**src/rtl/rfbcmp_pkg.sv**
```systemverilog
// Package for the remote-framebuffer client message parser.
// Message codes, lengths, parser phases and the event word type.
// No dependencies.
`default_nettype none

package rfbcmp_pkg;

	// client message type bytes
	localparam logic [7:0] MT_SET_PIXEL_FORMAT = 8'd0;
	localparam logic [7:0] MT_SET_ENCODINGS    = 8'd2;
	localparam logic [7:0] MT_UPDATE_REQ       = 8'd3;
	localparam logic [7:0] MT_KEY_EVENT        = 8'd4;
	localparam logic [7:0] MT_POINTER_EVENT    = 8'd5;

	// body lengths in bytes (after the type byte)
	localparam int PIXFMT_LEN  = 19;
	localparam int UPDATE_LEN  = 9;
	localparam int KEY_LEN     = 8;
	localparam int POINTER_LEN = 5;

	// remaining-byte counter covers count*4 of a 16-bit count
	localparam int LEFT_W = 18;
	// deepest history needed before the last byte of a gathered body
	localparam int HIST_D = UPDATE_LEN - 1;

	// event kinds
	localparam logic [1:0] EK_UPDATE  = 2'd0;
	localparam logic [1:0] EK_KEY     = 2'd1;
	localparam logic [1:0] EK_POINTER = 2'd2;
	localparam logic [1:0] EK_ERROR   = 2'd3;

	// configuration register indexes
	localparam logic REG_PARSER_ENABLED = 1'b0;
	localparam int   PADDR_W            = 3;

	typedef enum logic [2:0] {
		PH_IDLE,
		PH_SKIP,
		PH_ENC_PAD,
		PH_ENC_HI,
		PH_ENC_LO,
		PH_GATHER,
		PH_HALT
	} phase_t;

	typedef struct packed {
		logic [1:0]  event_kind;
		logic [15:0] pos_x;
		logic [15:0] pos_y;
		logic [15:0] rect_width;
		logic [15:0] rect_height;
		logic        incremental;
		logic [31:0] key_code;
		logic        key_down;
		logic [7:0]  button_mask;
		logic [7:0]  bad_type;
	} evt_t;

endpackage

`default_nettype wire

```
**src/rtl/rfbcmp_byte_if.sv**
```systemverilog
// Byte channel: valid/ready handshake carrying one client byte per word.
// No dependencies.
`default_nettype none

interface rfbcmp_byte_if;
	logic       valid;
	logic       ready;
	logic [7:0] data_byte;

	modport source (output valid, output data_byte, input ready);
	modport sink (input valid, input data_byte, output ready);
endinterface

`default_nettype wire

```
**src/rtl/rfbcmp_event_if.sv**
```systemverilog
// Event channel: valid/ready handshake carrying one decoded message per word.
// No dependencies.
`default_nettype none

interface rfbcmp_event_if;
	logic        valid;
	logic        ready;
	logic [1:0]  event_kind;
	logic [15:0] pos_x;
	logic [15:0] pos_y;
	logic [15:0] rect_width;
	logic [15:0] rect_height;
	logic        incremental;
	logic [31:0] key_code;
	logic        key_down;
	logic [7:0]  button_mask;
	logic [7:0]  bad_type;

	modport source (
		output valid, output event_kind, output pos_x, output pos_y,
		output rect_width, output rect_height, output incremental,
		output key_code, output key_down, output button_mask,
		output bad_type, input ready
	);
	modport sink (
		input valid, input event_kind, input pos_x, input pos_y,
		input rect_width, input rect_height, input incremental,
		input key_code, input key_down, input button_mask,
		input bad_type, output ready
	);
endinterface

`default_nettype wire

```
**src/rtl/rfbcmp_fsm.sv**
```systemverilog
// Parser state machine: phase, counters, byte history and event build.
// Depends on rfbcmp_pkg.
`default_nettype none

module rfbcmp_fsm
	import rfbcmp_pkg::*;
(
	input  wire logic       clk,
	input  wire logic       arst_n,
	input  wire logic       step,
	input  wire logic [7:0] data_byte,
	output logic            res_valid,
	output evt_t            res
);

	phase_t              phase_q, phase_d;
	logic [1:0]          kind_q, kind_d;
	logic [LEFT_W-1:0]   left_q, left_d;
	logic [7:0]          cnt_hi_q, cnt_hi_d;
	logic [7:0]          hist_q [HIST_D];
	logic [LEFT_W-1:0]   left_dec;
	logic [LEFT_W-1:0]   enc_bytes;

	assign left_dec  = left_q - LEFT_W'(1);
	assign enc_bytes = {cnt_hi_q, data_byte, 2'b00};

	always_ff @(posedge clk or negedge arst_n) begin
		if (!arst_n) begin
			phase_q  <= PH_IDLE;
			kind_q   <= EK_UPDATE;
			left_q   <= '0;
			cnt_hi_q <= '0;
		end else if (step) begin
			phase_q  <= phase_d;
			kind_q   <= kind_d;
			left_q   <= left_d;
			cnt_hi_q <= cnt_hi_d;
		end
	end

	// history of the gathered body, newest in entry 0
	always_ff @(posedge clk) begin
		if (step && phase_q == PH_GATHER) begin
			hist_q[0] <= data_byte;
			for (int k = 1; k < HIST_D; k++) begin
				hist_q[k] <= hist_q[k-1];
			end
		end
	end

	always_comb begin
		phase_d   = phase_q;
		kind_d    = kind_q;
		left_d    = left_q;
		cnt_hi_d  = cnt_hi_q;
		res_valid = 1'b0;
		res       = '0;
		unique case (phase_q)
			PH_IDLE: begin
				case (data_byte) inside
					MT_SET_PIXEL_FORMAT: begin
						left_d  = LEFT_W'(PIXFMT_LEN);
						phase_d = PH_SKIP;
					end
					MT_SET_ENCODINGS: begin
						phase_d = PH_ENC_PAD;
					end
					MT_UPDATE_REQ: begin
						kind_d  = EK_UPDATE;
						left_d  = LEFT_W'(UPDATE_LEN);
						phase_d = PH_GATHER;
					end
					MT_KEY_EVENT: begin
						kind_d  = EK_KEY;
						left_d  = LEFT_W'(KEY_LEN);
						phase_d = PH_GATHER;
					end
					MT_POINTER_EVENT: begin
						kind_d  = EK_POINTER;
						left_d  = LEFT_W'(POINTER_LEN);
						phase_d = PH_GATHER;
					end
					default: begin
						res_valid      = 1'b1;
						res.event_kind = EK_ERROR;
						res.bad_type   = data_byte;
						phase_d        = PH_HALT;
					end
				endcase
			end
			PH_SKIP: begin
				left_d = left_dec;
				if (left_dec == '0) begin
					phase_d = PH_IDLE;
				end
			end
			PH_ENC_PAD: begin
				phase_d = PH_ENC_HI;
			end
			PH_ENC_HI: begin
				cnt_hi_d = data_byte;
				phase_d  = PH_ENC_LO;
			end
			PH_ENC_LO: begin
				left_d  = enc_bytes;
				phase_d = (enc_bytes == '0) ? PH_IDLE : PH_SKIP;
			end
			PH_GATHER: begin
				left_d = left_dec;
				if (left_dec == '0) begin
					phase_d        = PH_IDLE;
					res_valid      = 1'b1;
					res.event_kind = kind_q;
					case (kind_q)
						EK_UPDATE: begin
							res.pos_x       = {hist_q[7], hist_q[6]};
							res.pos_y       = {hist_q[5], hist_q[4]};
							res.rect_width  = {hist_q[3], hist_q[2]};
							res.rect_height = {hist_q[1], hist_q[0]};
							res.incremental = (data_byte != 8'd0);
						end
						EK_KEY: begin
							res.key_down = (hist_q[6] != 8'd0);
							res.key_code = {hist_q[2], hist_q[1], hist_q[0], data_byte};
						end
						default: begin
							res.pos_x       = {hist_q[3], hist_q[2]};
							res.pos_y       = {hist_q[1], hist_q[0]};
							res.button_mask = data_byte;
						end
					endcase
				end
			end
			PH_HALT: begin
				phase_d = PH_HALT;
			end
			default: begin
				phase_d = PH_IDLE;
			end
		endcase
	end

	a_res_needs_step: assert property (@(posedge clk) disable iff (!arst_n)
		res_valid && step |-> phase_q == PH_IDLE || phase_q == PH_GATHER)
		else $error("event built outside idle or gather");

	a_halt_sticks: assert property (@(posedge clk) disable iff (!arst_n)
		phase_q == PH_HALT |=> phase_q == PH_HALT)
		else $error("left halt without reset");

	a_error_halts: assert property (@(posedge clk) disable iff (!arst_n)
		step && res_valid && res.event_kind == EK_ERROR |=> phase_q == PH_HALT)
		else $error("error word did not halt the parser");

	a_gather_kind: assert property (@(posedge clk) disable iff (!arst_n)
		phase_q == PH_GATHER |-> kind_q != EK_ERROR && left_q != '0)
		else $error("gather phase with bad kind or empty count");

endmodule

`default_nettype wire

```
**src/rtl/rfb_client_message_parser_top.sv**
```systemverilog
// Top level of the remote-framebuffer client message parser.
// Depends on rfbcmp_pkg, rfbcmp_byte_if, rfbcmp_event_if, rfbcmp_fsm.
`default_nettype none

// Channel   Dir   Word                     Accepted when
// rx        in    one client byte          rx.valid && rx.ready
// evt       out   one decoded message      evt.valid && evt.ready
// apb       in    parser_enabled register  psel && penable && pwrite
//
// One byte per cycle unless a held event waits; the event of a message's
// last byte is registered and shows on evt the cycle after that byte is taken.
// rx.ready drops only while a held event is not taken (one output stage).
// Reset puts the parser idle and disabled; enable it by writing bit 0.
// An unknown message type gives one error word, then the parser drops all
// bytes until reset.
module rfb_client_message_parser_top
	import rfbcmp_pkg::*;
(
	input  wire logic               clk,
	input  wire logic               arst_n,
	rfbcmp_byte_if.sink             rx,
	rfbcmp_event_if.source          evt,
	input  wire logic               psel,
	input  wire logic               penable,
	input  wire logic               pwrite,
	input  wire logic [PADDR_W-1:0] paddr,
	input  wire logic [31:0]        pwdata,
	output logic      [31:0]        prdata,
	output logic                    pready
);

	logic  enabled_q;
	logic  rx_fire;
	logic  reg_hit;
	logic  res_valid;
	evt_t  res;
	logic  evt_valid_q;
	evt_t  evt_q;

	// config port: one register, at every word with the top address bit clear
	assign pready  = 1'b1;
	assign reg_hit = (paddr[PADDR_W-1] == REG_PARSER_ENABLED);

	always_ff @(posedge clk or negedge arst_n) begin
		if (!arst_n) begin
			enabled_q <= 1'b0;
		end else if (psel && penable && pwrite && reg_hit) begin
			enabled_q <= pwdata[0];
		end
	end

	assign prdata = reg_hit ? {31'd0, enabled_q} : 32'd0;

	// input side stalls only when the output word is still held
	assign rx.ready = !evt_valid_q || evt.ready;
	assign rx_fire  = rx.valid && rx.ready;

	// bytes taken while disabled are dropped without touching parser state
	rfbcmp_fsm u_fsm (
		.clk       (clk),
		.arst_n    (arst_n),
		.step      (rx_fire && enabled_q),
		.data_byte (rx.data_byte),
		.res_valid (res_valid),
		.res       (res)
	);

	always_ff @(posedge clk or negedge arst_n) begin
		if (!arst_n) begin
			evt_valid_q <= 1'b0;
		end else if (rx_fire) begin
			evt_valid_q <= res_valid && enabled_q;
		end else if (evt.ready) begin
			evt_valid_q <= 1'b0;
		end
	end

	always_ff @(posedge clk) begin
		if (rx_fire) begin
			evt_q <= res;
		end
	end

	assign evt.valid       = evt_valid_q;
	assign evt.event_kind  = evt_q.event_kind;
	assign evt.pos_x       = evt_q.pos_x;
	assign evt.pos_y       = evt_q.pos_y;
	assign evt.rect_width  = evt_q.rect_width;
	assign evt.rect_height = evt_q.rect_height;
	assign evt.incremental = evt_q.incremental;
	assign evt.key_code    = evt_q.key_code;
	assign evt.key_down    = evt_q.key_down;
	assign evt.button_mask = evt_q.button_mask;
	assign evt.bad_type    = evt_q.bad_type;

	a_disabled_no_event: assert property (@(posedge clk) disable iff (!arst_n)
		rx_fire && !enabled_q |=> !evt.valid)
		else $error("event produced while parser disabled");

	a_event_from_byte: assert property (@(posedge clk) disable iff (!arst_n)
		!$past(evt_valid_q) && evt_valid_q |-> $past(rx_fire))
		else $error("event word appeared without a byte");

	a_error_fields: assert property (@(posedge clk) disable iff (!arst_n)
		evt.valid && evt.event_kind != EK_ERROR |-> evt.bad_type == 8'd0)
		else $error("bad_type set on a non-error word");

endmodule

`default_nettype wire
```
**src/flat_wrapper.sv**
```systemverilog
// flat-port wrapper written by rule: the top's interface ports become plain ports
module rfb_client_message_parser_top_flat import rfbcmp_pkg::*;
  (clk, arst_n, psel, penable, pwrite, paddr, pwdata, prdata, pready, rx_valid, rx_data_byte, rx_ready, evt_valid, evt_event_kind, evt_pos_x, evt_pos_y, evt_rect_width, evt_rect_height, evt_incremental, evt_key_code, evt_key_down, evt_button_mask, evt_bad_type, evt_ready);
  rfbcmp_byte_if rx_i ();
  rfbcmp_event_if evt_i ();
  input  wire logic clk;
  input  wire logic arst_n;
  input  wire logic psel;
  input  wire logic penable;
  input  wire logic pwrite;
  input  wire logic [PADDR_W-1:0] paddr;
  input  wire logic [31:0] pwdata;
  output logic      [31:0] prdata;
  output logic pready;
  input wire logic [$bits(rx_i.valid)-1:0] rx_valid;
  input wire logic [$bits(rx_i.data_byte)-1:0] rx_data_byte;
  output wire logic [$bits(rx_i.ready)-1:0] rx_ready;
  output wire logic [$bits(evt_i.valid)-1:0] evt_valid;
  output wire logic [$bits(evt_i.event_kind)-1:0] evt_event_kind;
  output wire logic [$bits(evt_i.pos_x)-1:0] evt_pos_x;
  output wire logic [$bits(evt_i.pos_y)-1:0] evt_pos_y;
  output wire logic [$bits(evt_i.rect_width)-1:0] evt_rect_width;
  output wire logic [$bits(evt_i.rect_height)-1:0] evt_rect_height;
  output wire logic [$bits(evt_i.incremental)-1:0] evt_incremental;
  output wire logic [$bits(evt_i.key_code)-1:0] evt_key_code;
  output wire logic [$bits(evt_i.key_down)-1:0] evt_key_down;
  output wire logic [$bits(evt_i.button_mask)-1:0] evt_button_mask;
  output wire logic [$bits(evt_i.bad_type)-1:0] evt_bad_type;
  input wire logic [$bits(evt_i.ready)-1:0] evt_ready;
  assign rx_i.valid = rx_valid;
  assign rx_i.data_byte = rx_data_byte;
  assign rx_ready = rx_i.ready;
  assign evt_valid = evt_i.valid;
  assign evt_event_kind = evt_i.event_kind;
  assign evt_pos_x = evt_i.pos_x;
  assign evt_pos_y = evt_i.pos_y;
  assign evt_rect_width = evt_i.rect_width;
  assign evt_rect_height = evt_i.rect_height;
  assign evt_incremental = evt_i.incremental;
  assign evt_key_code = evt_i.key_code;
  assign evt_key_down = evt_i.key_down;
  assign evt_button_mask = evt_i.button_mask;
  assign evt_bad_type = evt_i.bad_type;
  assign evt_i.ready = evt_ready;
  rfb_client_message_parser_top u_core (.clk(clk), .arst_n(arst_n), .rx(rx_i), .evt(evt_i), .psel(psel), .penable(penable), .pwrite(pwrite), .paddr(paddr), .pwdata(pwdata), .prdata(prdata), .pready(pready));
endmodule
```
**config.mk**
```make
export PLATFORM = sky130hd
export DESIGN_NAME = rfb_client_message_parser_top_flat
export DESIGN_NICKNAME = d
export VERILOG_FILES = /design/src/rtl/rfbcmp_pkg.sv /design/src/rtl/rfbcmp_byte_if.sv /design/src/rtl/rfbcmp_event_if.sv /design/src/rtl/rfbcmp_fsm.sv /design/src/rtl/rfb_client_message_parser_top.sv /design/src/flat_wrapper.sv
export SDC_FILE = /design/constraint.sdc
export NUM_CORES = 1
export LEC_CHECK = 0
export BUFFER_PORTS_ARGS = -buffer_cell sky130_fd_sc_hd__buf_2
export CAP_MARGIN = 15
export CORE_MARGIN = 10
export CORE_UTILIZATION = 40
export DETAILED_ROUTE_END_ITERATION = 8
export PLACE_DENSITY = 0.65
export SLEW_MARGIN = 20
export SYNTH_ARGS = -nofsm -noshare
export SYNTH_HDL_FRONTEND = slang
export SYNTH_SLANG_ARGS = --single-unit
```
**constraint.sdc**
```tcl
create_clock -name clk -period 4.7 [get_ports clk]
set_input_delay 0.705 -clock clk [delete_from_list [all_inputs] [get_ports clk]]
set_output_delay 0.705 -clock clk [all_outputs]
set_load 0.02 [all_outputs]
```
After elaboration in Yosys (flattened, before gate mapping). Memory sizes are Yosys's and may differ from the RTL's. Index checks and enable logic that the tools add are counted.

Register bits: 149. RAM bits: 64. Input port bits: 50. Output and inout bits: 151. Logic and storage cells: 108. Memories kept: 1.

Memories: u_core.u_fsm.hist_q (words 8, width 8, rd ports 8, clocked after memory_dff 0, write ports 8, RTL line rfbcmp_fsm.sv:20) `logic [7:0] hist_q [HIST_D];`.

$add $sub $neg: 1. Eq/ne operators: 14. Multiplexer cells: 40. Bitwise gates (word level): 6. Reduce and logical (&&, ||, !) cells: 30.

Operator list (count): 108-bit two-way mux (1); 18-bit two-way mux (5); 33-bit two-way mux (2); 32-bit one-hot mux with 2 select lines (1); 18-bit one-hot mux with 3 select lines (1); 18-bit logical NOT (2); 2-bit two-way mux (9); 3-bit one-hot mux with 6 select lines (1); 18-bit by 1-bit subtractor with 18-bit output (second input constant) (1); 8-bit by 2-bit equality test with 1-bit output (second input constant) (2); 8-bit by 3-bit equality test with 1-bit output (second input constant) (2); 8-bit nonzero test (2); 3-bit two-way mux (5); 1-bit two-way mux (12); 3-bit equality test (second input constant) (3); 8-bit logical NOT (1); 8-bit two-way mux (1); 1-bit logical AND (7); 3-bit by 2-bit equality test with 1-bit output (second input constant) (2); 1-bit NOT (6); 2-bit AND reduction (3); 3-bit AND reduction (2); 3-bit nonzero test (2); 6-bit OR reduction (1); other kinds (16) (17).

Longest topological paths before layout. Gate-level depths: netlist (run 1).

Word-level depth: 9. Depth in mapped cells: 12. Depth with buffers taken out: 8.

By module. From an unflattened synthesis (run 1), not the netlist that was laid out.

Cell total of the unflattened synthesis: 667. Area, all modules: 8996.1 sq um.

Modules (own cells, without submodules): rfbcmp_fsm (times used 1, cells each 507, area an instance 5158.7 sq um, sequential area each 2697.6 sq um); rfb_client_message_parser_top (times used 1, cells each 160, area an instance 3837.4 sq um, sequential area each 3533.4 sq um).

Worst setup path before layout (run 1). OpenSTA, ideal clock, no wires.

Path kind: input -> register. From: input port evt_ready. To: memory u_core.u_fsm.hist_q[0][0] (enable). Setup time: 0.487 ns. Arrival: 3.869 ns. Data required time: 4.213 ns. Setup slack: 0.345 ns. Stages: 3. Buffers on the path: 0. Cells stage by stage: nand2b_1 > nand3_1 > nor2_1.

RTL lines: start, declared (RTL line flat_wrapper.sv:29) `input wire logic [$bits(evt_i.ready)-1:0] evt_ready;`; end, declared (RTL line rfbcmp_fsm.sv:20).

Worst setup path in the final report (run 1).
From: register u_core.u_fsm.left_q[0]. To: register u_core.evt_q, in the netlist u_core.evt.pos_x[9] (data pin).

Longest elaborated chain between the ends: 3.

Ends and longest elaborated chain: start, declared (RTL line rfbcmp_fsm.sv:18) `logic [LEFT_W-1:0] left_q, left_d;`; start signal, assigned (RTL line rfbcmp_fsm.sv:36) `left_q <= left_d;`; 18-bit by 1-bit subtractor with 18-bit output (RTL line rfbcmp_fsm.sv:24) `assign left_dec = left_q - LEFT_W'(1);`; 18-bit logical NOT (RTL line rfbcmp_fsm.sv:110) `if (left_dec == '0) begin`; 2-bit AND reduction (no source line); end signal, assigned (RTL line rfb_client_message_parser_top.sv:80) `evt_q <= res;`; end, declared (RTL line rfb_client_message_parser_top.sv:38) `evt_t evt_q;`.

No other way between the ends. A chain may end at the register's enable or synchronous reset.

==> summary.md, run 1 <==
| Metric | Value |
|---|---|
| MaxCap Viol Count | `0` |
| PortBufs | `135` |
| CTS tree | `built` |
| GRT Overall Usage | `0.1338` |
| Adder-cell share of the synthesized area | `0.002781` |
| Setup Fix Bufs, Post-CTS | `0` |
| Die ar. | `28890 um^2` |
| Skew-Pair Late Insertion Delay | `0.49 ns` |
| Cells after Synth | `640` |
| Max FO, Critical Path | `41` |
| Final min period | `3.916 ns` |
| Most common cell in the netlist | `edfxtp_1` |
| Ys Warns | `0` |
| DR WL/cell | `18.92 um` |
| Synth Area in XOR/XNOR | `0.004867` |
| First-iteration detailed-routing DRC count | `502` |
| Power per cell area | `~450 nW/um^2` |
| Tcrit/Tclk final | `0.8333` |
| Root Buffer | `clkbuf_16` |
| Via count | `roughly 5500` |
| Post-Place Setup Slack | `about 0.84 ns` |
| RSZ-0062 raised after global routing | `no` |
| Cell Area, Synth | `8997 um^2` |
| Starting Density | `0.4097` |
| R2R Setup Slk | `0.78 ns` |
| Combinational share of power | `0.138` |
| Routability cong. | `0.8639` |
| Vias per cell | `5.191` |
| Ys flop type | `edfxtp_1` |
| Hold Violations, Final | `0` |
| Final Core Density | `0.4758` |
| Max-slew violations | `0` |
| Clock group share of total power | `0.349` |
| Synth cell types | `60` |
| Synth area leader | `edfxtp_1` |
| Complex-gate fraction of the synthesized area | `0.09776` |
| Vert. Die Dim | `about 170 um` |
| Final setup violation count | `0` |
| Pin count of the biggest net entering global routing | `66` |
| Setup TNS Final | `0 ns` |
| Placed cells | `1023` |
| HP Class | `in2async` |
| Initial DRT Pass Iterations | `6` |
| Yosys top cell area share | `0.6008` |
| Seq pwr share | `0.513` |
| #FFs+latches synth | `213` |
| Leak | `between 4 and 5 nW` |
| Top Ports | `201` |
| Reg clk slew, reported paths | `0.06 ns` |
| Maximum clock frequency | `around 0.26 GHz` |
| Clock sinks | `213` |
| Int Pwr | `3.381 mW` |
| Ant. Diodes | `0` |
| Post-route DRC | `0` |
| Worst setup EP type | `flip-flop` |
| Final ANT Viol Nets | `0` |
| CTS Buf Count | `22` |
| Sw Pwr | `1.278 mW` |
| Critical path arrival | `4.27 ns` |
| Mux cell area share after synthesis | `0.009873` |
| Slew at the pin closest to its max-slew limit | `0.9245 ns` |
| Average cell area after synthesis | `14.06 um^2` |
| Share of layout cells above drive strength 1 | `0.2788` |
| Critical setup path kind | `reg2reg` |
| First-pass GRT wire length | `31150 um` |
| Element type at the critical path start | `flip-flop` |
| Worst reg2reg endpoint | `u_core.evt.pos_x[9]` |
| Post-synth EDFFs | `180` |
| Top post-synthesis cells by area | `edfxtp_1, dfrtp_1, and2_1, buf_4, nor3b_1` |
| Final Non-Filler Cells | `1062` |
| Die Span X | `170.0 um` |
| Total grt overflow | `0` |
| Synth async-reset ratio | `0.1549` |
| Initial antenna violation count | `0` |
| # fillers | `1947` |
| Total Wirelength | `20090 um` |
| Status | `completed` |
| Area grow syn2layout | `16.12%` |
| Switching Fraction | `0.2744` |
| Vias in the first global route | `5407` |
| Reg-to-Reg Start | `u_core.u_fsm.left_q[0]` |
| Hold Slack | `0.2986 ns` |
| Reg2Reg Depth | `9` |
| CTS Hold Bufs | `0` |
| # resized after CTS | `0` |
| Most frequent cells after synthesis | `edfxtp_1, and2_1, nor2_1, o21ai_0` |
| Rows | `54` |
| Worst EP required | `5.06 ns` |
| DP HPWL | `13600 um` |
| H-tree depth | `1` |
| Clock Path Buffers | `3` |
| Relative slew slack | `0.3837` |
| Clock Skew | `0.01066 ns` |
| Peak supply drop | `252.4 uV` |
| Post-Synth Simple-Gate Area | `0.1348` |
| Core area | `21960 um^2` |
| Fin nets | `819` |
| Post-synthesis sequential area ratio | `0.6925` |
| Largest family of logic cells by synthesized area | `simple AND/OR/NAND/NOR gates` |
| Setup WS post-layout | `0.7836 ns` |
critical path, cell delays in order (launching register included):
cell	delay, ns
dfrtp_1	0.48
inv_1	0.13
ha_1	0.46
or4b_2	0.71
xnor2_1	0.16
o31a_2	0.32
or4b_4	0.53
nor4_4	0.25
buf_4	0.47
a22o_2	0.24
layout by cell type, fill, tap and decap left out, types with 8 or more instances in the layout:
| cell type | Yosys | final |
|---|---|---|
| dfrtp_1 | 33 | 33 |
| nor3b_1 | 31 | 31 |
| a22o_1 | 18 | 18 |
| nor2_1 | 38 | 37 |
| edfxtp_1 | 180 | 180 |
| o21ai_0 | 37 | 37 |
| buf_4 | 33 | 13 |
| and2_1 | 47 | 46 |
| clkbuf_16 | 0 | 23 |
| conb_1 | 2 | 32 |
| nor3_1 | 14 | 14 |
| nor4_1 | 9 | 9 |
| a21oi_1 | 18 | 18 |
| nand2_1 | 14 | 14 |
| a22o_2 | 14 | 14 |
| inv_1 | 8 | 8 |
| buf_2 | 4 | 135 |
cell type report:
| type | count | area, um^2 | share of cell area |
|---|---|---|---|
| inverters | 8 | 30.03 | 0.002874 |
| well taps | 280 | 350.3 | 0.03353 |
| clock buffers | 29 | 628.1 | 0.06012 |
| clock inverters | 10 | 53.80 | 0.005150 |
| multi-input cells | 374 | 2381 | 0.2279 |
| flip-flops and latches | 213 | 6231 | 0.5964 |
| repair buffers | 148 | 773.2 | 0.07401 |
how the worst max path moves through the flow:
stage | from | end | cells after the start
finish | u_core.u_fsm.left_q[0] | u_core.evt.pos_x[9] | 9
global route | u_core.u_fsm.left_q[0] | u_core.evt.pos_y[7] | 9
CTS | u_core.u_fsm.left_q[0] | u_core.evt.pos_x[9] | 9
global placement | u_core.u_fsm.left_q[0] | u_core.evt.pos_y[13] | 9
detailed placement | u_core.u_fsm.left_q[0] | u_core.evt.pos_y[6] | 9
floorplan | evt_ready | u_core.u_fsm.hist_q[0][0] | 3
power groups by stage:
stage	registers [mW]	clock network, mW	logic, mW
2_1_floorplan	2.40	0	0.523
3_3_place_gp	2.42	0	0.628
3_5_place_dp	2.43	0	0.636
4_1_cts	2.39	1.67	0.639
5_1_grt	2.42	1.74	0.710
6_report	2.39	1.62	0.643
flip-flops by register name (all words and copies together), names as in the netlist:
signal                  count
u_core.u_fsm.hist_q        64
u_core.evt.key_code        32
u_core.u_fsm.left_q        18
u_core.evt.pos_x           16
u_core.evt.pos_y           16
u_core.evt.rect_height     16
u_core.evt.rect_width      16
u_core.evt.bad_type         8
u_core.evt.button_mask      8
u_core.u_fsm.cnt_hi_q       8
u_core.u_fsm.phase_q        3
u_core.evt.event_kind       2
u_core.u_fsm.kind_q         2
u_core.enabled_q            1
u_core.evt.incremental      1
u_core.evt.key_down         1
u_core.evt.valid            1
through the flow:
| step | power [mW] | area (um^2) |
|---|---|---|
| final | 4.659 | 10450 |
| after global routing | 4.866 | 10450 |
| after CTS | 4.693 | 10450 |
| after detailed placement | 3.062 | 9766 |
| after global placement | 3.050 | 9766 |
| after floorplan | 2.928 | 9110 |
routing by layer:
metal  vias up  track usage  wire length, um
li1       2605            -                -
met1      2671       0.1763             8585
met2       205       0.2127             9350
met3        32      0.03401             1668
met4         0      0.04157              484
met5         -            0                0
kinds of logic (layout without fill, tap and decap cells):
group / Yosys count / count (layout)
buffers and inverters: 83 / 195
multiplexers: 8 / 8
adder cells (fa/ha/maj): 2 / 2
other: 2 / 32
AND/OR/NAND/NOR: 201 / 201
flip-flops: 213 / 213
AO/OA/AOI/OAI: 126 / 126
XOR/XNOR: 5 / 5
Power figures use the tool's default switching activity.
==> run 2: changes to the inputs <==
- ABC_AREA: not set -> 1
- PLACE_DENSITY: 0.65 -> 0.67
- clock period: 4.7 -> 3.45 ns (I/O delays scaled with it)
==> run 2 against run 1 <==
  * Sequential cell count unchanged
  * Highest routed layer unchanged
  * Critical path type unchanged
  * Final cell count is 17% higher
  * Largest cell class unchanged
  * First-iteration DRC count rose by 8.2%
  * Worst hold slack got worse by 0.19 ns
  * Sequential share of layout area decreased by 1.6 points
  * Synthesized cell count grew 26%
  * Largest power group unchanged
==> summary.md, run 2 <==
| Metric | Value |
|---|---|
| Largest family of logic cells by synthesized area | `simple AND/OR/NAND/NOR gates` |
| Post-synth EDFFs | `180 (unchanged)` |
| RSZ-0062 raised after global routing | `no` |
| Top reg by flops | `u_core.u_fsm.hist_q` |
| Cell Area, Synth | `9105 um^2 (+1.2%)` |
| First-pass GRT wire length | `33400 um (+7.2%)` |
| Synth async-reset ratio | `0.1549 (unchanged)` |
| Ys Warns | `0 (unchanged)` |
| Post-synthesis sequential area ratio | `0.6843 (-0.008184)` |
| Commonest non-fill, non-tap cell in the layout | `edfxtp_1` |
| # resized after CTS | `0 (unchanged)` |
| Status | `completed` |
| Tcrit/Tclk final | `0.7990 (-0.03433)` |
| Total grt overflow | `0 (unchanged)` |
| Top post-synthesis cells by area | `edfxtp_1, dfrtp_1, nand2_1, nor2_1, nand4_1` |
| Die ar. | `29200 um^2 (+1.1%)` |
| Initial antenna violation count | `0 (unchanged)` |
| Starting Density | `0.4046 (-0.005129)` |
| MaxCap Viol Count | `0 (unchanged)` |
| Fin nets | `996 (+22%)` |
| CTS Hold Bufs | `0 (unchanged)` |
| Final min period | `2.756 ns (-1.160 ns)` |
| Hold Violations, Final | `0 (unchanged)` |
| Yosys top cell area share | `0.5937 (-0.007100)` |
| CTS tree | `built` |
| Vias in the first global route | `5930 (+9.7%)` |
| Area grow syn2layout | `17.82%` |
| Leak | `4.626 nW (+13%)` |
| Core area | `22500 um^2 (+2.5%)` |
| HP Class | `in2async` |
| Element type at the critical path start | `flip-flop` |
| Ant. Diodes | `0 (unchanged)` |
| Routability cong. | `0.8849 (+2.4%)` |
| Vert. Die Dim | `170.9 um (+0.52%)` |
| Reg2Reg Depth | `13 (+4)` |
| Slew at the pin closest to its max-slew limit | `0.8374 ns (-0.08707 ns)` |
| First-iteration detailed-routing DRC count | `543 (+8.2%)` |
| Root Buffer | `clkbuf_16` |
| Setup TNS Final | `0 ns (unchanged)` |
| Most frequent cells after synthesis | `edfxtp_1, nand2_1, nor2_1, inv_1, nand4_1` |
| #FFs+latches synth | `213 (unchanged)` |
| Clock sinks | `213 (unchanged)` |
| Post-route DRC | `0 (unchanged)` |
| Total Wirelength | `22200 um (+11%)` |
| Final Non-Filler Cells | `1244 (+17%)` |
| Max FO, Critical Path | `20 (-51%)` |
| Pin count of the biggest net entering global routing | `69 (+4.5%)` |
| Complex-gate fraction of the synthesized area | `0.03697 (-0.06080)` |
| Reg-to-Reg Start | `u_core.u_fsm.left_q[0]` |
| Placed cells | `1204 (+18%)` |
| Relative slew slack | `0.4397 (+0.05598)` |
| Peak supply drop | `461.9 uV (+83%)` |
| Skew-Pair Late Insertion Delay | `0.51 ns (+0.02 ns)` |
| Synth Area in XOR/XNOR | `0 (-0.004867)` |
| Most common cell in the netlist | `edfxtp_1` |
| Ys flop type | `edfxtp_1` |
| Adder-cell share of the synthesized area | `0.002748 (-0.00003287)` |
| Worst setup EP type | `flip-flop` |
| Power per cell area | `734.0 nW/um^2 (+65%)` |
| Cells after Synth | `807 (+26%)` |
| Final setup violation count | `0 (unchanged)` |
| Share of layout cells above drive strength 1 | `0.2158 (-0.06292)` |
| Max-slew violations | `0 (unchanged)` |
| Initial DRT Pass Iterations | `5 (-1)` |
| Top Ports | `201 (unchanged)` |
| Rows | `55 (+1.9%)` |
| Clock Path Buffers | `3 (unchanged)` |
| Most frequent cells in the layout | `edfxtp_1, nand2_1, buf_2` |
| Worst EP required | `3.81 ns (-1.25 ns)` |
| Post-Synth Simple-Gate Area | `0.1950 (+0.06025)` |
| Setup Fix Bufs, Post-CTS | `0 (unchanged)` |
| GRT Overall Usage | `0.1457 (+0.01196)` |
| Maximum clock frequency | `0.3628 GHz (+42%)` |
| Synth area leader | `edfxtp_1` |
| Die Span X | `170.9 um (+0.52%)` |
| DR WL/cell | `17.84 um (-5.7%)` |
| Clock Skew | `0.01236 ns (+0.001702 ns)` |
| PortBufs | `135 (unchanged)` |
| Average cell area after synthesis | `11.28 um^2 (-20%)` |
| CTS Buf Count | `23 (+4.5%)` |
| Critical Path Start | `u_core.u_fsm.left_q[0]` |
| Critical setup path kind | `reg2reg` |
| Synth cell types | `33 (-45%)` |
| DP HPWL | `15300 um (+13%)` |
| Mux cell area share after synthesis | `0 (-0.009873)` |
| Final ANT Viol Nets | `0 (unchanged)` |
| Max reg flops | `64 (unchanged)` |
| Reg clk slew, reported paths | `0.06 ns (about the same)` |
| Via count | `6164 (+12%)` |
| H-tree depth | `1 (unchanged)` |
| Critical path arrival | `3.12 ns (-1.15 ns)` |
| Vias per cell | `4.955 (-4.5%)` |
run 2: critical path, cell delays in order (launching register included):
cell	delay (ns)
dfrtp_1	0.40
inv_1	0.14
ha_1	0.25
nand2_2	0.14
o21ai_0	0.18
nand2_1	0.09
nor2_1	0.09
nand2_1	0.08
nor2_1	0.13
nand2_1	0.10
nor2_4	0.17
nand3_2	0.35
buf_4	0.36
nor2_1	0.12
run 2: logic make-up after synthesis:
kind of cell | count (synthesis)
AND/OR/NAND/NOR | 386
flip-flops | 213
buffers and inverters | 145
AO/OA/AOI/OAI | 59
adder cells (fa/ha/maj) | 2
other | 2
run 2: worst paths after layout:
check	to	slack (ns)
setup / recovery	u_core.evt.rect_width[10]	0.69
hold / removal	u_core.u_fsm.left_q[9]	0.11
setup reg to reg	u_core.evt.rect_width[10]	0.69
hold reg to reg	u_core.u_fsm.hist_q[1][14]	0.45
max in group asynchronous	u_core.u_fsm.phase_q[2]	2.83
min in group clk	u_core.u_fsm.hist_q[0][6]	0.27
run 2: metal layers:
layer | part of all wire | up-vias | track usage
met2 | 0.50 | 227 | 0.2485
met3 | 0.079 | 30 | 0.03295
met4 | 0.020 | 0 | 0.04083
met1 | 0.40 | 2916 | 0.1820
li1 | - | 2991 | -
met5 | 0 | - | 0
run 2: power breakdown:
group	switching, mW	total (mW)	internal (mW)	leakage [nW]
registers	0.247	3.45	3.20	2.19
clock network	0.963	2.41	1.45	0.351
logic	1.42	2.01	0.587	2.09
run 2: through the flow:
step                      hold slack, ns  utilization  area [um^2]  worst slack [ns]  power (mW)
after detailed placement          0.4368       0.4444        10000            0.7352       5.510
after CTS                         0.1226       0.4767        10730            0.7043       7.928
final                             0.1063       0.4767        10730            0.6936       7.874
after global placement            0.4292       0.4444        10000            0.7265       5.482
after floorplan                   0.2219            -         9229            0.4720       4.944
after global routing              0.1635       0.4767        10730            0.3764       8.318
run 2: area by class of cell:
class,instances,area [um^2]
well taps,285,356.6
clock inverters,10,126.4
fillers,2050,11780
inverters,78,296.5
clock buffers,30,601.8
multi-input cells,479,2272
repair buffers,149,843.3
flip-flops and latches,213,6231
==> run 3: changes to the inputs <==
- ABC_AREA: 1 -> 0
- PLACE_DENSITY: 0.67 -> 0.65
- clock period: 3.45 -> 2.68 ns (I/O delays scaled with it)
==> run 3 against run 2 <==
  * The flow now finishes with violations (setup timing)
  * Highest routed layer unchanged
  * Wire length shrank 1.8%
  * Largest power group unchanged
  * Clock power grew 21%
  * Utilization rose by 2.4 points
  * Setup slack lost 0.97 ns
  * First-iteration DRC count decreased by 19%
  * Largest cell class unchanged
  * Clock-buffer cell count shrank 3
  * Total power up 11%
  * Clock skew is 0.0051 ns lower
  * Critical path depth is 3 lower
  * Via count down 6.7%
==> summary.md, run 3 (same netlist as run 1, synthesis figures left out) <==
| Metric | Value |
|---|---|
| Total grt overflow | `0 (unchanged)` |
| CTS Buf Count | `23 (unchanged)` |
| Vias in the first global route | `5745 (-3.1%)` |
| Starting Density | `0.4097 (+0.005129)` |
| Die Span X | `170.0 um (-0.52%)` |
| Die ar. | `28890 um^2 (-1.0%)` |
| RSZ-0062 raised after global routing | `yes` |
| Tot Pwr | `8.709 mW (+11%)` |
| Clock Path Buffers | `3 (unchanged)` |
| Sw Pwr | `2.420 mW (-8.1%)` |
| Final Core Density | `0.5004 (+0.02367)` |
| HP Class | `in2reg` |
| Setup TNS Final | `-11.40 ns (-11.40 ns)` |
| Ant. Diodes | `0 (unchanged)` |
| Status | `complete, but fails checks` |
| Routability cong. | `0.8845 (about the same)` |
| MaxCap Viol Count | `0 (unchanged)` |
| Power per cell area | `792.6 nW/um^2 (+8.0%)` |
| Total Wirelength | `21790 um (-1.8%)` |
| First-iteration detailed-routing DRC count | `441 (-19%)` |
| Max FO, Critical Path | `10 (-50%)` |
| Fin nets | `872 (-12%)` |
| GRT Overall Usage | `0.1408 (-0.004965)` |
| Worst EP required | `3.06 ns (-0.75 ns)` |
| Share of layout cells above drive strength 1 | `0.3214 (+0.1055)` |
| Max-slew violations | `0 (unchanged)` |
| Clock sinks | `213 (unchanged)` |
| DP HPWL | `14980 um (-2.1%)` |
| Final min period | `2.955 ns (+0.1987 ns)` |
| Reg-to-Reg Start | `u_core.u_fsm.left_q[1]` |
| Max reg flops | `64 (unchanged)` |
| Post-route DRC | `0 (unchanged)` |
| Int Pwr | `6.290 mW (+20%)` |
| Hold Slack | `0.1382 ns (+0.03196 ns)` |
| Combinational share of power | `0.192 (-0.063)` |
| Core area | `21960 um^2 (-2.4%)` |
| Vias per cell | `5.151 (+4.0%)` |
| Element type at the critical path start | `flip-flop` |
| Relative slew slack | `0.4651 (+0.02543)` |
| Initial antenna violation count | `0 (unchanged)` |
| Top Ports | `201 (unchanged)` |
| Top reg by flops | `u_core.u_fsm.hist_q` |
| PortBufs | `135 (unchanged)` |
| Leak | `4.362 nW (-5.7%)` |
| Slew at the pin closest to its max-slew limit | `0.8024 ns (-0.03505 ns)` |
| Reg clk slew, reported paths | `0.06 ns (about the same)` |
| Root Buffer | `clkbuf_16` |
| Via count | `5754 (-6.7%)` |
| Skew-Pair Late Insertion Delay | `0.51 ns (about the same)` |
| Setup WS post-layout | `-0.2751 ns (-0.9687 ns)` |
| Seq pwr share | `0.473 (+0.035)` |
| Vert. Die Dim | `170.0 um (-0.52%)` |
| Peak supply drop | `380.3 uV (-18%)` |
| Critical path arrival | `3.33 ns (+0.21 ns)` |
| Hold_sp | `pwdata[0]` |
| # fillers | `1865 (-9.0%)` |
| Critical setup path kind | `reg2reg` |
| Critical Path Start | `u_core.u_fsm.left_q[1]` |
| Maximum clock frequency | `0.3384 GHz (-6.7%)` |
| Clock Skew | `0.007244 ns (-0.005119 ns)` |
| Pin count of the biggest net entering global routing | `65 (-5.8%)` |
| Switching Fraction | `0.2778 (-0.05651)` |
| Worst setup EP type | `flip-flop` |
| Final ANT Viol Nets | `0 (unchanged)` |
| Tcrit/Tclk final | `1.103 (+0.3037)` |
| H-tree depth | `1 (unchanged)` |
| Hold Violations, Final | `0 (unchanged)` |
| Rows | `54 (-1.8%)` |
| CTS tree | `built` |
| Violated checks | `setup timing` |
| First-pass GRT wire length | `32800 um (-1.8%)` |
| Area grow syn2layout | `22.12%` |
| Clock group share of total power | `0.335 (+0.028)` |
| Most frequent cells in the layout | `edfxtp_1, buf_2, buf_4` |
| Commonest non-fill, non-tap cell in the layout | `edfxtp_1` |
| Initial DRT Pass Iterations | `5 (unchanged)` |
| DR WL/cell | `19.51 um (+9.3%)` |
| Final setup violation count | `75 (+75)` |
run 3: cell count changes in the layout (fill, tap and decap cells not counted), moves of 31 or more:
cell and delta:
and2_1 +45, buf_4 +45, inv_1 -69, nand2_1 -122, nand4_1 -63, nor2_1 -86
nor3b_1 +31
run 3: stage by stage:
| stage | cell area (um^2) | setup WS, ns | std cells |
|---|---|---|---|
| 3_5_place_dp | 10190 | -0.2335 | 1069 |
| 3_3_place_gp | 10190 | -0.1876 | 1069 |
| 5_1_grt | 10990 | -0.3892 | 1117 |
| 6_report | 10990 | -0.2751 | 1117 |
| 4_1_cts | 10920 | -0.1986 | 1114 |
| 2_1_floorplan | 9161 | -0.2108 | 670 |
run 3: final cells by class:
| type | instances | area (um^2) | share of cell area |
|---|---|---|---|
| Sequential cell | 213 | 6231 | 0.5671 |
| Timing Repair Buffer | 200 | 1279 | 0.1164 |
| Multi-Input combinational cell | 374 | 2402 | 0.2186 |
| Inverter | 8 | 32.53 | 0.002961 |
| Clock buffer | 27 | 590.6 | 0.05375 |
| Tap cell | 280 | 350.3 | 0.03188 |
| Clock inverter | 15 | 102.6 | 0.009337 |
run 3: worst paths after layout:
| check | endpoint | slack [ns] | cells past startpoint |
|---|---|---|---|
| worst max-delay path | u_core.evt.pos_y[3] | -0.28 | 10 |
| worst min-delay path | u_core.enabled_q | 0.14 | 2 |
| worst max register to register | u_core.evt.pos_y[3] | -0.28 | 10 |
| worst min register to register | u_core.u_fsm.hist_q[1][17] | 0.45 | 0 |
| max in group asynchronous | u_core.u_fsm.left_q[6] | 1.65 | 2 |
| min in group asynchronous | u_core.enabled_q | 0.52 | 2 |
run 3: worst max-delay path, stage by stage (launching register included):
cell	delay, ns
dfrtp_1	0.41
inv_4	0.08
ha_4	0.12
or4b_4	0.46
xnor2_1	0.14
o31a_2	0.29
or4b_4	0.53
nor4_4	0.30
buf_6	0.19
buf_6	0.16
a22o_1	0.14
run 3: timing repair:
action	4_1_cts	5_1_grt
hold buffers	1	0
gates resized for setup	4	8
setup buffers	2	1
endpoints found under the hold margin	21	0
setup endpoints to repair	87	110
pin swaps	1	2
gates cloned	0	2
run 3: layer usage:
| metal | GRT usage | routed length [um] |
|---|---|---|
| met2 | 0.2290 | 10150 |
| met5 | 0 | 0 |
| met1 | 0.1872 | 9634 |
| met3 | 0.03124 | 1591 |
| met4 | 0.03547 | 419 |
run 3: power groups by stage:
stage,combinational (mW),clock (mW),sequential [mW]
after floorplan,0.966,0,4.21
after global placement,1.64,0,4.17
after detailed placement,1.65,0,4.18
after CTS,1.67,2.99,4.11
after global routing,1.84,3.11,4.15
final,1.67,2.92,4.12
